<file path="config.mk">
export PLATFORM = sky130hd
export DESIGN_NAME = multi_stream_lehmer_uniform_core
export DESIGN_NICKNAME = d
export VERILOG_FILES = /design/src/hdl/mslu_pkg.sv /design/src/hdl/mslu_seed_mem.sv /design/src/hdl/mslu_mulmod.sv /design/src/hdl/mslu_rem.sv /design/src/hdl/multi_stream_lehmer_uniform_core.sv
export SDC_FILE = /design/constraint.sdc
export NUM_CORES = 1
export LEC_CHECK = 0
export ABC_CLOCK_PERIOD_IN_PS = 5200
export BUFFER_PORTS_ARGS = -buffer_cell sky130_fd_sc_hd__buf_4
export CORE_ASPECT_RATIO = 0.8
export CORE_MARGIN = 2
export CORE_UTILIZATION = 25
export CTS_CLUSTER_SIZE = 40
export DETAILED_ROUTE_END_ITERATION = 7
export MAX_ROUTING_LAYER = met4
export SLEW_MARGIN = 10
export SYNTH_ARGS = -nofsm -noshare
export SYNTH_HDL_FRONTEND = slang
export SYNTH_SLANG_ARGS = --single-unit
</file>
<file path="constraint.sdc">
create_clock -name clk -period 5.2 [get_ports clk]
set_input_delay 0.26 -clock clk [delete_from_list [all_inputs] [get_ports clk]]
set_output_delay 0.26 -clock clk [all_outputs]
set_load 0.005 [all_outputs]
</file>
<file path="src/hdl/mslu_pkg.sv">
`default_nettype none
// ----------------------------------------------------------------------------
// mslu_pkg
// Shared constants, types and helpers of the multi-stream Lehmer uniform core.
// ----------------------------------------------------------------------------
package mslu_pkg;

  // field widths
  localparam int unsigned STREAM_W = 3;
  localparam int unsigned DATA_W   = 32;
  localparam int unsigned SEED_W   = 31;

  // generator constants
  localparam logic [SEED_W-1:0] LEHMER_MOD = 31'h7FFF_FFFF;
  localparam int unsigned       MUL_BITS   = 15;
  localparam logic [MUL_BITS-1:0] LEHMER_MUL = 15'd16807;

  // stream table
  localparam int unsigned DEFAULT_NUM_STREAMS = 8;
  localparam int unsigned IDX_MAX_W           = 8;

  // status of a serial unit
  typedef struct packed {
    logic busy;
    logic done;
  } unit_status_t;

  // wrap a stream index into the table depth by repeated subtraction
  function automatic logic [IDX_MAX_W-1:0] wrap_index(input logic [STREAM_W-1:0] s,
                                                      input int unsigned n);
    logic [IDX_MAX_W:0] v;
    logic [IDX_MAX_W:0] n_v;
    v   = {{(IDX_MAX_W + 1 - STREAM_W){1'b0}}, s};
    n_v = (IDX_MAX_W + 1)'(n);
    for (int i = 0; i < (1 << STREAM_W); i++) begin
      if (v >= n_v) begin
        v = v - n_v;
      end
    end
    return v[IDX_MAX_W-1:0];
  endfunction

endpackage
`default_nettype wire

</file>
<file path="src/hdl/mslu_seed_mem.sv">
`default_nettype none
// ----------------------------------------------------------------------------
// mslu_seed_mem
// Seed table with one registered read port, one write port and a valid bit
// per entry; an entry never written reads as its index plus one.
// ----------------------------------------------------------------------------
module mslu_seed_mem #(
  parameter int unsigned NUM_STREAMS = mslu_pkg::DEFAULT_NUM_STREAMS,
  localparam int unsigned IDX_W = (NUM_STREAMS > 1) ? $clog2(NUM_STREAMS) : 1
) (
  input  wire logic                        clk,
  input  wire logic                        rst,
  input  wire logic                        rd_en,
  input  wire logic [IDX_W-1:0]            rd_addr,
  output logic      [mslu_pkg::SEED_W-1:0] rd_data,
  input  wire logic                        wr_en,
  input  wire logic [IDX_W-1:0]            wr_addr,
  input  wire logic [mslu_pkg::SEED_W-1:0] wr_data
);
  import mslu_pkg::*;

  logic [SEED_W-1:0]      mem [NUM_STREAMS];
  logic [NUM_STREAMS-1:0] valid;

  // valid bits
  always_ff @(posedge clk) begin
    if (rst) begin
      valid <= '0;
    end else if (wr_en) begin
      valid[wr_addr] <= 1'b1;
    end
  end

  // storage write and registered read
  always_ff @(posedge clk) begin
    if (wr_en) begin
      mem[wr_addr] <= wr_data;
    end
    if (rd_en) begin
      if (valid[rd_addr]) begin
        rd_data <= mem[rd_addr];
      end else begin
        rd_data <= SEED_W'(rd_addr) + SEED_W'(1);
      end
    end
  end

endmodule
`default_nettype wire

</file>
<file path="src/hdl/mslu_mulmod.sv">
`default_nettype none
// ----------------------------------------------------------------------------
// mslu_mulmod
// Bit-serial multiply of a seed by the Lehmer multiplier modulo 2^31-1,
// one multiplier bit per cycle, most significant bit first.
// ----------------------------------------------------------------------------
module mslu_mulmod (
  input  wire logic                        clk,
  input  wire logic                        rst,
  input  wire logic                        start,
  input  wire logic [mslu_pkg::SEED_W-1:0] seed_in,
  output mslu_pkg::unit_status_t           status,
  output logic      [mslu_pkg::SEED_W-1:0] result
);
  import mslu_pkg::*;

  localparam int unsigned CNT_W = $clog2(MUL_BITS);

  logic [SEED_W-1:0]   acc;
  logic [SEED_W-1:0]   mcand;
  logic [MUL_BITS-1:0] mbits;
  logic [CNT_W-1:0]    count;
  logic                busy;
  logic                done;

  logic [SEED_W-1:0] dbl;
  logic [SEED_W:0]   sum;
  logic [SEED_W:0]   sum_red;
  logic [SEED_W-1:0] acc_next;

  // doubling modulo 2^31-1 is a rotate, then add and reduce once
  always_comb begin
    dbl     = {acc[SEED_W-2:0], acc[SEED_W-1]};
    sum     = {1'b0, dbl} + (mbits[MUL_BITS-1] ? {1'b0, mcand} : '0);
    sum_red = (sum >= {1'b0, LEHMER_MOD}) ? (sum - {1'b0, LEHMER_MOD}) : sum;
    acc_next = sum_red[SEED_W-1:0];
  end

  // control
  always_ff @(posedge clk) begin
    if (rst) begin
      busy  <= 1'b0;
      done  <= 1'b0;
      count <= '0;
    end else begin
      done <= 1'b0;
      if (start) begin
        busy  <= 1'b1;
        count <= '0;
      end else if (busy) begin
        count <= count + CNT_W'(1);
        if (count == CNT_W'(MUL_BITS - 1)) begin
          busy <= 1'b0;
          done <= 1'b1;
        end
      end
    end
  end

  // datapath shift registers
  always_ff @(posedge clk) begin
    if (start) begin
      acc   <= '0;
      mcand <= seed_in;
      mbits <= LEHMER_MUL;
    end else if (busy) begin
      acc   <= acc_next;
      mbits <= {mbits[MUL_BITS-2:0], 1'b0};
    end
  end

  // a zero residue becomes the multiplier itself
  assign result      = (acc == '0) ? SEED_W'(LEHMER_MUL) : acc;
  assign status.busy = busy;
  assign status.done = done;

endmodule
`default_nettype wire

</file>
<file path="src/hdl/mslu_rem.sv">
`default_nettype none
// ----------------------------------------------------------------------------
// mslu_rem
// Bit-serial restoring remainder of a 31-bit seed by a 32-bit range width,
// one dividend bit per cycle.
// ----------------------------------------------------------------------------
module mslu_rem (
  input  wire logic                        clk,
  input  wire logic                        rst,
  input  wire logic                        start,
  input  wire logic [mslu_pkg::SEED_W-1:0] dividend,
  input  wire logic [mslu_pkg::DATA_W-1:0] divisor,
  output mslu_pkg::unit_status_t           status,
  output logic      [mslu_pkg::DATA_W-1:0] rem
);
  import mslu_pkg::*;

  localparam int unsigned CNT_W = $clog2(SEED_W);

  logic [SEED_W-1:0] dvd;
  logic [DATA_W-1:0] dsr;
  logic [CNT_W-1:0]  count;
  logic              busy;
  logic              done;

  logic [DATA_W:0]   trial;
  logic [DATA_W:0]   trial_red;

  // shift in the next dividend bit and subtract when it fits
  always_comb begin
    trial     = {rem, dvd[SEED_W-1]};
    trial_red = (trial >= {1'b0, dsr}) ? (trial - {1'b0, dsr}) : trial;
  end

  // control
  always_ff @(posedge clk) begin
    if (rst) begin
      busy  <= 1'b0;
      done  <= 1'b0;
      count <= '0;
    end else begin
      done <= 1'b0;
      if (start) begin
        busy  <= 1'b1;
        count <= '0;
      end else if (busy) begin
        count <= count + CNT_W'(1);
        if (count == CNT_W'(SEED_W - 1)) begin
          busy <= 1'b0;
          done <= 1'b1;
        end
      end
    end
  end

  // datapath shift registers
  always_ff @(posedge clk) begin
    if (start) begin
      dvd <= dividend;
      dsr <= divisor;
      rem <= '0;
    end else if (busy) begin
      dvd <= {dvd[SEED_W-2:0], 1'b0};
      rem <= trial_red[DATA_W-1:0];
    end
  end

  assign status.busy = busy;
  assign status.done = done;

endmodule
`default_nettype wire

</file>
<file path="src/hdl/multi_stream_lehmer_uniform_core.sv">
`default_nettype none
// ----------------------------------------------------------------------------
// multi_stream_lehmer_uniform_core
// Multi-stream minimal standard Lehmer generator returning uniform values in
// a requested half-open range.
// ----------------------------------------------------------------------------
// Each transaction names a stream and a range [base, limit). The stream's seed
// is read from the table, advanced by a bit-serial multiply modulo 2^31-1
// (one multiplier bit per cycle) and written back, then reduced modulo
// limit-base by a bit-serial remainder unit (one seed bit per cycle) and added
// to base. When limit is not above base the remainder is skipped and the
// result is base with range_error set; the seed still advances. One
// transaction is processed at a time; the core is ready for the next one in
// the same cycle that the result is offered, even while that result still
// waits in the output register. Stream indexes at or above NUM_STREAMS wrap
// modulo NUM_STREAMS; the seed table starts at 1..N.
// ----------------------------------------------------------------------------
module multi_stream_lehmer_uniform_core #(
  parameter int unsigned NUM_STREAMS = mslu_pkg::DEFAULT_NUM_STREAMS
) (
  input  wire logic                          clk,
  input  wire logic                          rst,
  input  wire logic                          in_valid,
  output logic                               in_ready,
  input  wire logic [mslu_pkg::STREAM_W-1:0] stream,
  input  wire logic [mslu_pkg::DATA_W-1:0]   base,
  input  wire logic [mslu_pkg::DATA_W-1:0]   limit,
  output logic                               out_valid,
  input  wire logic                          out_ready,
  output logic      [mslu_pkg::DATA_W-1:0]   value,
  output logic                               range_error
);
  import mslu_pkg::*;

  localparam int unsigned IDX_W = (NUM_STREAMS > 1) ? $clog2(NUM_STREAMS) : 1;

  typedef enum logic [2:0] {
    S_IDLE,
    S_READ,
    S_MUL,
    S_DIV,
    S_OUT
  } state_t;

  state_t state;

  logic [IDX_W-1:0]  idx;
  logic [DATA_W-1:0] base_q;
  logic [DATA_W-1:0] width_q;
  logic              err_q;
  logic [DATA_W-1:0] value_q;

  logic [IDX_MAX_W-1:0] idx_wide;
  logic [IDX_W-1:0]     idx_in;
  logic                 accept;
  logic [SEED_W-1:0]    rd_seed;
  logic [SEED_W-1:0]    new_seed;
  logic [DATA_W-1:0]    rem;
  logic                 mul_start;
  logic                 seed_wr;
  logic                 div_start;
  unit_status_t         mul_st;
  unit_status_t         rem_st;

  // input handshake and index wrap
  assign in_ready = (state == S_IDLE);
  assign accept   = in_valid && in_ready;
  assign idx_wide = wrap_index(stream, NUM_STREAMS);
  assign idx_in   = idx_wide[IDX_W-1:0];

  // unit sequencing
  assign mul_start = (state == S_READ);
  assign seed_wr   = (state == S_MUL) && mul_st.done;
  assign div_start = seed_wr && !err_q;

  mslu_seed_mem #(
    .NUM_STREAMS(NUM_STREAMS)
  ) u_seed_mem (
    .clk    (clk),
    .rst    (rst),
    .rd_en  (accept),
    .rd_addr(idx_in),
    .rd_data(rd_seed),
    .wr_en  (seed_wr),
    .wr_addr(idx),
    .wr_data(new_seed)
  );

  mslu_mulmod u_mulmod (
    .clk    (clk),
    .rst    (rst),
    .start  (mul_start),
    .seed_in(rd_seed),
    .status (mul_st),
    .result (new_seed)
  );

  mslu_rem u_rem (
    .clk     (clk),
    .rst     (rst),
    .start   (div_start),
    .dividend(new_seed),
    .divisor (width_q),
    .status  (rem_st),
    .rem     (rem)
  );

  // request registers
  always_ff @(posedge clk) begin
    if (accept) begin
      idx     <= idx_in;
      base_q  <= base;
      width_q <= limit - base;
      err_q   <= !(limit > base);
    end
  end

  // sequencer and output register
  always_ff @(posedge clk) begin
    if (rst) begin
      state     <= S_IDLE;
      out_valid <= 1'b0;
    end else begin
      // a result taken while no new one is loaded empties the output register
      if (out_valid && out_ready && (state != S_OUT)) begin
        out_valid <= 1'b0;
      end
      case (state)
        S_IDLE: begin
          if (accept) begin
            state <= S_READ;
          end
        end
        S_READ: begin
          state <= S_MUL;
        end
        S_MUL: begin
          if (mul_st.done) begin
            if (err_q) begin
              value_q <= base_q;
              state   <= S_OUT;
            end else begin
              state <= S_DIV;
            end
          end
        end
        S_DIV: begin
          if (rem_st.done) begin
            value_q <= base_q + rem;
            state   <= S_OUT;
          end
        end
        S_OUT: begin
          if (!out_valid || out_ready) begin
            out_valid   <= 1'b1;
            value       <= value_q;
            range_error <= err_q;
            state       <= S_IDLE;
          end
        end
        default: begin
          state <= S_IDLE;
        end
      endcase
    end
  end

  // the serial units are quiet whenever no transaction is in flight
  a_units_idle: assert property (@(posedge clk) disable iff (rst)
    (state == S_IDLE) |-> (!mul_st.busy && !rem_st.busy))
    else $error("serial unit busy while idle");

  // a seed write back only happens at the end of the multiply
  a_wr_in_mul: assert property (@(posedge clk) disable iff (rst)
    mul_st.done |-> (state == S_MUL))
    else $error("multiply finished outside its phase");

  // the remainder finishes only while the sequencer waits for it
  a_rem_in_div: assert property (@(posedge clk) disable iff (rst)
    rem_st.done |-> (state == S_DIV))
    else $error("remainder finished outside its phase");

  // an accepted transaction always starts with a table read
  a_accept_read: assert property (@(posedge clk) disable iff (rst)
    accept |=> (state == S_READ))
    else $error("accepted transaction did not start a table read");

endmodule
`default_nettype wire

</file>
==> flow_summary.json, run 1 <==
{
  "ctsResizeCount": 0,
  "ant_nets": 0,
  "synth_seq_cells": 609,
  "required_ns": 5.75,
  "pwr-share-seq_pct": 41.1,
  "slew_headroom_pct": 17.0,
  "route.detailed.wl_per_inst_um": 17.4,
  "mostFrequentLayoutCells": "506 x edfxtp_1, 192 x nand2_1, 166 x nor2_1",
  "final_cells": 4120,
  "layout_commonest_cell": "edfxtp_1",
  "cts_buffers": 58,
  "dp.cells": 3974,
  "post_cts_buffers": 0,
  "antenna_found_initial": 3,
  "io_buffer_count": 105,
  "drt_iter0_drc": 1751,
  "setup_viol": 0,
  "slew_viol_final": 0,
  "grt_overflow": 0,
  "nets": 2736,
  "min_path_type": "input pin to register",
  "syn_nets": 2609,
  "sw_frac_of_total_pct": 33.6,
  "grt_max_degree": 66,
  "die_w_um": 388,
  "pre_cts_slack_ns": 0.382,
  "via_count": 19300,
  "period_share_pct": 93.7,
  "reg2reg_slack_ns": 0.33,
  "fmax_ghz": 0.205,
  "drt-vias-per-instance": 4.69,
  "layout-drive-gt1-share_pct": 14.1,
  "synth_area_per_cell_um2": 12.3,
  "p_int_uw": 10800,
  "core_area_um2": 117000,
  "syn_to_final_growth_pct": 17.3,
  "cts_tree": "yes",
  "grt_pass1_wl_um": 110000,
  "startpoint": "u_mulmod.mcand[0]",
  "end_kind": "register",
  "drt-total-wl_um": 71600,
  "initial_core_util_pct": 25.3,
  "worst_pin_slew_ns": 1.24,
  "grt_pass1_vias": 18200,
  "yosysUniqueCellTypes": 76,
  "p_leak_uw": 0.0127,
  "syn_inst": 2402,
  "crit_type": "register to register",
  "drc": 0,
  "rsz0062_at_grt": "no",
  "die_y_um": 312,
  "clock_skew_ns": 0.0376,
  "first_pass_iters": 5,
  "endpoint": "u_mulmod.acc[3]",
  "r2r_cells": 15,
  "crit_arrival_ns": 5.43,
  "grt_util_all_layers_pct": 11.9,
  "p_clk_share_pct": 28.2,
  "hold_viol_final": 0,
  "groute.layer.met3.usage_pct": 1.98,
  "rows": 112,
  "critPathMaxFanout": 19,
  "synthesis.area_um2": 29600,
  "p_sw_uw": 5470,
  "gr-max-usage-layer": "met1",
  "fin_ws_ns": 0.327,
  "cellPowerDensity_nw_per_um2": 469,
  "cp-start-kind": "register",
  "cts.htree.levels": 2,
  "grt_use_met2_pct": 17.0,
  "fin_setup_tns_ns": 0,
  "status": "complete, no violations",
  "seq_area_frac_synth_pct": 58.4,
  "comb_power_share_pct": 30.7,
  "gp_congestion": 0.872,
  "ir_drop_mv": 0.304,
  "cts-root-buf": "clkbuf_16",
  "holdCritStartpoint": "limit[27]",
  "dieArea_um2": 121000,
  "dpl.hpwl_um": 48700,
  "r2r-start": "u_mulmod.mcand[0]",
  "design.portCount": 106,
  "synth_warnings": 0,
  "r2r_end": "u_mulmod.acc[3]",
  "synth_edf_count": 506,
  "post-route-min-period_ns": 4.87,
  "maxCapViolations": 0,
  "synth_flop_cell": "edfxtp_1",
  "clk_latency_ns": 0.64,
  "clock-sinks": 609,
  "async_flop_share_pct": 0,
  "path_clk_slew_ns": 0.07,
  "clock_path_buffers": 3,
  "met1_usage_pct": 17.4
}
[cell usage after synthesis (all sizes together) (43+ instances only)]
cell | number | area share [%]
a21o | 60 | 1.5
a21oi | 160 | 2.7
and2 | 45 | 0.95
clkbuf | 97 | 1.2
dfxtp | 103 | 7.0
edfxtp | 506 | 51
ha | 132 | 5.6
inv | 107 | 1.4
mux2i | 56 | 1.9
mux4 | 63 | 4.8
nand2 | 193 | 2.5
nor2 | 172 | 2.2
nor3 | 43 | 0.80
o21ai | 132 | 2.2
xnor2 | 74 | 2.2
xor2 | 51 | 1.5
[power groups by stage]
stage	sequential [uW]	clock, uW	combinational (uW)
2_1_floorplan	6540	0	3780
3_3_place_gp	6780	0	4910
3_5_place_dp	6790	0	4930
4_1_cts	6690	4690	4980
5_1_grt	6760	4880	5560
6_report	6690	4600	4990
[worst min path at each step]
stage	to	slack, ns	cells after the start
after global routing	width_q[27]	0.07	3
after global placement	u_rem.dsr[13]	0.40	0
final	width_q[27]	0.11	3
after detailed placement	u_mulmod.mcand[1]	0.40	0
after floorplan	base_q[0]	0.36	0
after CTS	width_q[27]	0.07	3
[stage by stage]
stage	hold WS, ns	utilization [%]	total power [uW]	instance area (um^2)
2_1_floorplan	0.359	-	10300	29600
3_3_place_gp	0.401	27.6	11700	32300
3_5_place_dp	0.405	27.6	11700	32300
4_1_cts	0.0673	29.6	16400	34700
5_1_grt	0.0677	29.6	17200	34700
6_report	0.111	29.6	16300	34700
[critical path, cell delays in order (launching register included)]
cell and delay (ns):
edfxtp_1 0.35, and2_1 0.16, ha_1 0.21, fa_1 0.43, a211oi_1 0.40, o21ai_1 0.21
a211oi_2 0.33, xor2_1 0.19, a2111o_1 0.41, nor4_2 0.34, and4_1 0.30, nand4_1 0.11
o31a_1 0.44, buf_4 0.29, or3_1 0.36, a311oi_1 0.25
[metal layers]
| metal | part of all wire, % | wire [um] |
|---|---|---|
| met5 | 0 | 0 |
| met4 | 2.1 | 1490 |
| met3 | 5.4 | 3840 |
| met2 | 43 | 30500 |
| met1 | 50 | 35800 |
[flip-flops by register name (all words and copies together) (netlist names), 4 cells and up]
name / flops
base_q: 32
u_mulmod.acc: 31
u_mulmod.count: 4
u_mulmod.mbits: 15
u_mulmod.mcand: 31
u_rem.count: 5
u_rem.dsr: 32
u_rem.dvd: 31
u_rem.rem: 32
u_seed_mem.mem: 248
u_seed_mem.rd_data: 31
u_seed_mem.valid: 8
value: 32
value_q: 32
width_q: 32
[timing repair]
| action | in CTS | in global routing |
|---|---|---|
| hold buffers | 34 | 0 |
| setup endpoints to repair | 0 | 0 |
| hold endpoints to repair | 45 | 0 |
[cell type report]
| class | count | area (um^2) |
|---|---|---|
| Clock inverter | 29 | 417 |
| Tap cell | 1539 | 1930 |
| Clock buffer | 81 | 1650 |
| Inverter | 108 | 407 |
| Sequential cell | 609 | 17300 |
| Fill cell | 11800 | 82300 |
| Timing Repair Buffer | 185 | 1470 |
| Antenna cell | 2 | 5.00 |
| Multi-Input combinational cell | 1567 | 11500 |
[kinds of logic (layout without fill, tap and decap cells)]
logic type | after synthesis | after routing | synth area share, %
compound gates | 533 | 533 | 11.3
mux | 127 | 127 | 7.00
flops | 609 | 609 | 58.4
fa+ha+maj | 136 | 136 | 5.86
xor+xnor | 125 | 125 | 3.70
other cells | 0 | 2 | 0
simple gates | 646 | 646 | 10.8
buf+inv | 226 | 403 | 2.93
No activity file was read; power rests on OpenSTA's default activity.
==> run 2: changes to the inputs <==
--- a/config.mk
+++ b/config.mk
@@ -5,7 +5,7 @@
 export SDC_FILE = /design/constraint.sdc
 export NUM_CORES = 1
 export LEC_CHECK = 0
-export ABC_CLOCK_PERIOD_IN_PS = 5200
+export ABC_CLOCK_PERIOD_IN_PS = 4200
 export BUFFER_PORTS_ARGS = -buffer_cell sky130_fd_sc_hd__buf_4
 export CORE_ASPECT_RATIO = 0.8
 export CORE_MARGIN = 2
==> constraint.sdc (replaced) <==
create_clock -name clk -period 4.2 [get_ports clk]
set_input_delay 0.21 -clock clk [delete_from_list [all_inputs] [get_ports clk]]
set_output_delay 0.21 -clock clk [all_outputs]
set_load 0.005 [all_outputs]
==> run 2 against run 1 <==
Net effect: sequential power increased by 22%; clock skew decreased by 0.0021 ns; sequential share of layout area decreased by 1.8 points; count of clock-buffer cells in the layout decreased by 4; power increased by 32%; die area unchanged; register-to-register slack got worse by 0.32 ns; via count increased by 2.0%; flip-flop and latch count unchanged; first-iteration DRC count decreased by 23%; cell count increased by 3.2%; fmax increased by 16%; largest power group unchanged; highest routed layer unchanged.
==> flow_summary.json, run 2 (synthesis results as in run 1) <==
{
  "grt_overflow": 0,
  "via_count": 19700,
  "cts_tree": "yes",
  "cp-start-kind": "register",
  "end_kind": "register",
  "period_share_pct": 99.8,
  "clock-sinks": 609,
  "regMostFlops": "u_seed_mem.mem",
  "power.total_uw": 21400,
  "die_y_um": 312,
  "grt_pass1_wl_um": 112000,
  "grt_max_degree": 71,
  "crit_buf_inv": 5,
  "slew_headroom_pct": 22.6,
  "cellPowerDensity_nw_per_um2": 595,
  "diodes": 0,
  "p_leak_uw": 0.0135,
  "min_path_type": "input pin to register",
  "maxCapViolations": 0,
  "clock_skew_ns": 0.0355,
  "cts.htree.levels": 2,
  "antenna_found_initial": 0,
  "cts-root-buf": "clkbuf_16",
  "grt_util_all_layers_pct": 12.2,
  "nets": 2872,
  "drc": 0,
  "critPathMaxStageDelay_ns": 0.40,
  "io_buffer_count": 105,
  "dpl.hpwl_um": 52000,
  "crit_type": "register to register",
  "critPathMaxFanout": 7,
  "gp_congestion": 0.879,
  "syn_to_final_growth_pct": 21.8,
  "die_w_um": 388,
  "clk_latency_ns": 0.64,
  "post_dp_cell_area_um2": 33300,
  "required_ns": 4.71,
  "layout_commonest_cell": "edfxtp_1",
  "slew_viol_final": 0,
  "path_clk_slew_ns": 0.07,
  "largest_reg_flops": 248,
  "design_area_um2": 36000,
  "pre_cts_slack_ns": -0.147,
  "whs_ns": 0.0286,
  "cts_buffers": 57,
  "initial_core_util_pct": 25.3,
  "first_pass_iters": 5,
  "mostFrequentLayoutCells": "506 x edfxtp_1, 280 x buf_4, 192 x nand2_1",
  "rows": 112,
  "grt_pass1_vias": 18900,
  "drt_iter0_drc": 1354,
  "drt-total-wl_um": 73900,
  "crit_slowest_cell": "o31a_1",
  "ant_nets": 0,
  "worstPathCellList": "buf_4 -> and2_1 -> ha_4 -> and3_1 -> and2_4 -> a211oi_2 -> buf_4 -> o21ai_4 -> buf_6 -> nor4_1 -> a311o_1 -> nand4bb_1 -> or3_4 -> o31a_1 -> buf_6 -> buf_8 -> nor3b_2 -> xnor2_1 -> a21oi_1",
  "layout-drive-gt1-share_pct": 20.4,
  "worst_pin_slew_ns": 1.16,
  "hold_viol_final": 0,
  "rsz0062_at_grt": "yes",
  "ir_drop_mv": 0.548,
  "fin_ws_ns": 0.00968,
  "dieArea_um2": 121000,
  "status": "complete, no violations",
  "post-route-min-period_ns": 4.19,
  "setup_viol": 0,
  "route.detailed.wl_per_inst_um": 17.4,
  "fin_util_pct": 30.8,
  "core_area_um2": 117000,
  "crit_family": "simple AND/OR/NAND/NOR gates",
  "fmax_ghz": 0.239,
  "drt-vias-per-instance": 4.63,
  "crit_arrival_ns": 4.70,
  "design.portCount": 106,
  "clock_path_buffers": 3
}
run 2: cell count changes in the layout (fill, tap and decap cells not counted), moves of 6 or more:
cell    before  now
ha_2         0    7
nor4_4       1    9
ha_1       132  121
buf_4      151  280
nor4_2       7    1
run 2: layout make-up:
class	count	area (um^2)
well taps	1539	1930
clock inverters	29	322
repair buffers	322	2560
inverters	108	407
fillers	11700	81000
clock buffers	77	1590
multi-input cells	1567	11900
flip-flops and latches	609	17300
run 2: metrics by stage:
| step | cells | setup TNS (ns) |
|---|---|---|
| 6_report | 4251 | 0 |
| 5_1_grt | 4251 | -2.41 |
| 4_1_cts | 4244 | -0.0175 |
| 3_5_place_dp | 4102 | -1.22 |
| 3_3_place_gp | 4102 | -0.629 |
| 2_1_floorplan | 2402 | 0 |
run 2: tightest hold or removal path, delay by kind of cell:
| kind | cells | cell delay, ns |
|---|---|---|
| AOI/OAI and AO/OA | 1 | 0.14 |
| buffers and inverters | 1 | 0.08 |
| and+or+nand+nor | 2 | 0.17 |
run 2: routing by layer:
metal,vias to the layer above,wire [um],GRT usage [%]
met5,-,0,-
met4,0,1210,2.48
met3,83,3490,1.73
met2,432,33600,19.0
met1,9662,35600,16.9
li1,9507,-,-
run 2: where the power goes:
group,internal [uW],switching [uW],leakage [uW]
clock,2990,2330,0.000940
combinational,3490,4460,0.00703
sequential,7670,496,0.00551
total,14100,7280,0.0135
run 2: worst paths after layout:
kind,startpoint,end,depth (start not counted),slack [ns]
setup / recovery,u_mulmod.mbits[14],u_mulmod.acc[4],19,0.01
hold / removal,out_ready,out_valid,4,0.03
setup reg to reg,u_mulmod.mbits[14],u_mulmod.acc[4],19,0.01
hold reg to reg,width_q[20],u_rem.dsr[20],0,0.39
run 2: repair_timing:
| action | in CTS | in global routing |
|---|---|---|
| hold buffers | 33 | 0 |
| endpoints found under the setup margin | 26 | 31 |
| resized for setup | 18 | 64 |
| buffers inserted | 3 | 7 |
| pin swaps | 22 | 28 |
| hold endpoints to repair | 55 | 0 |
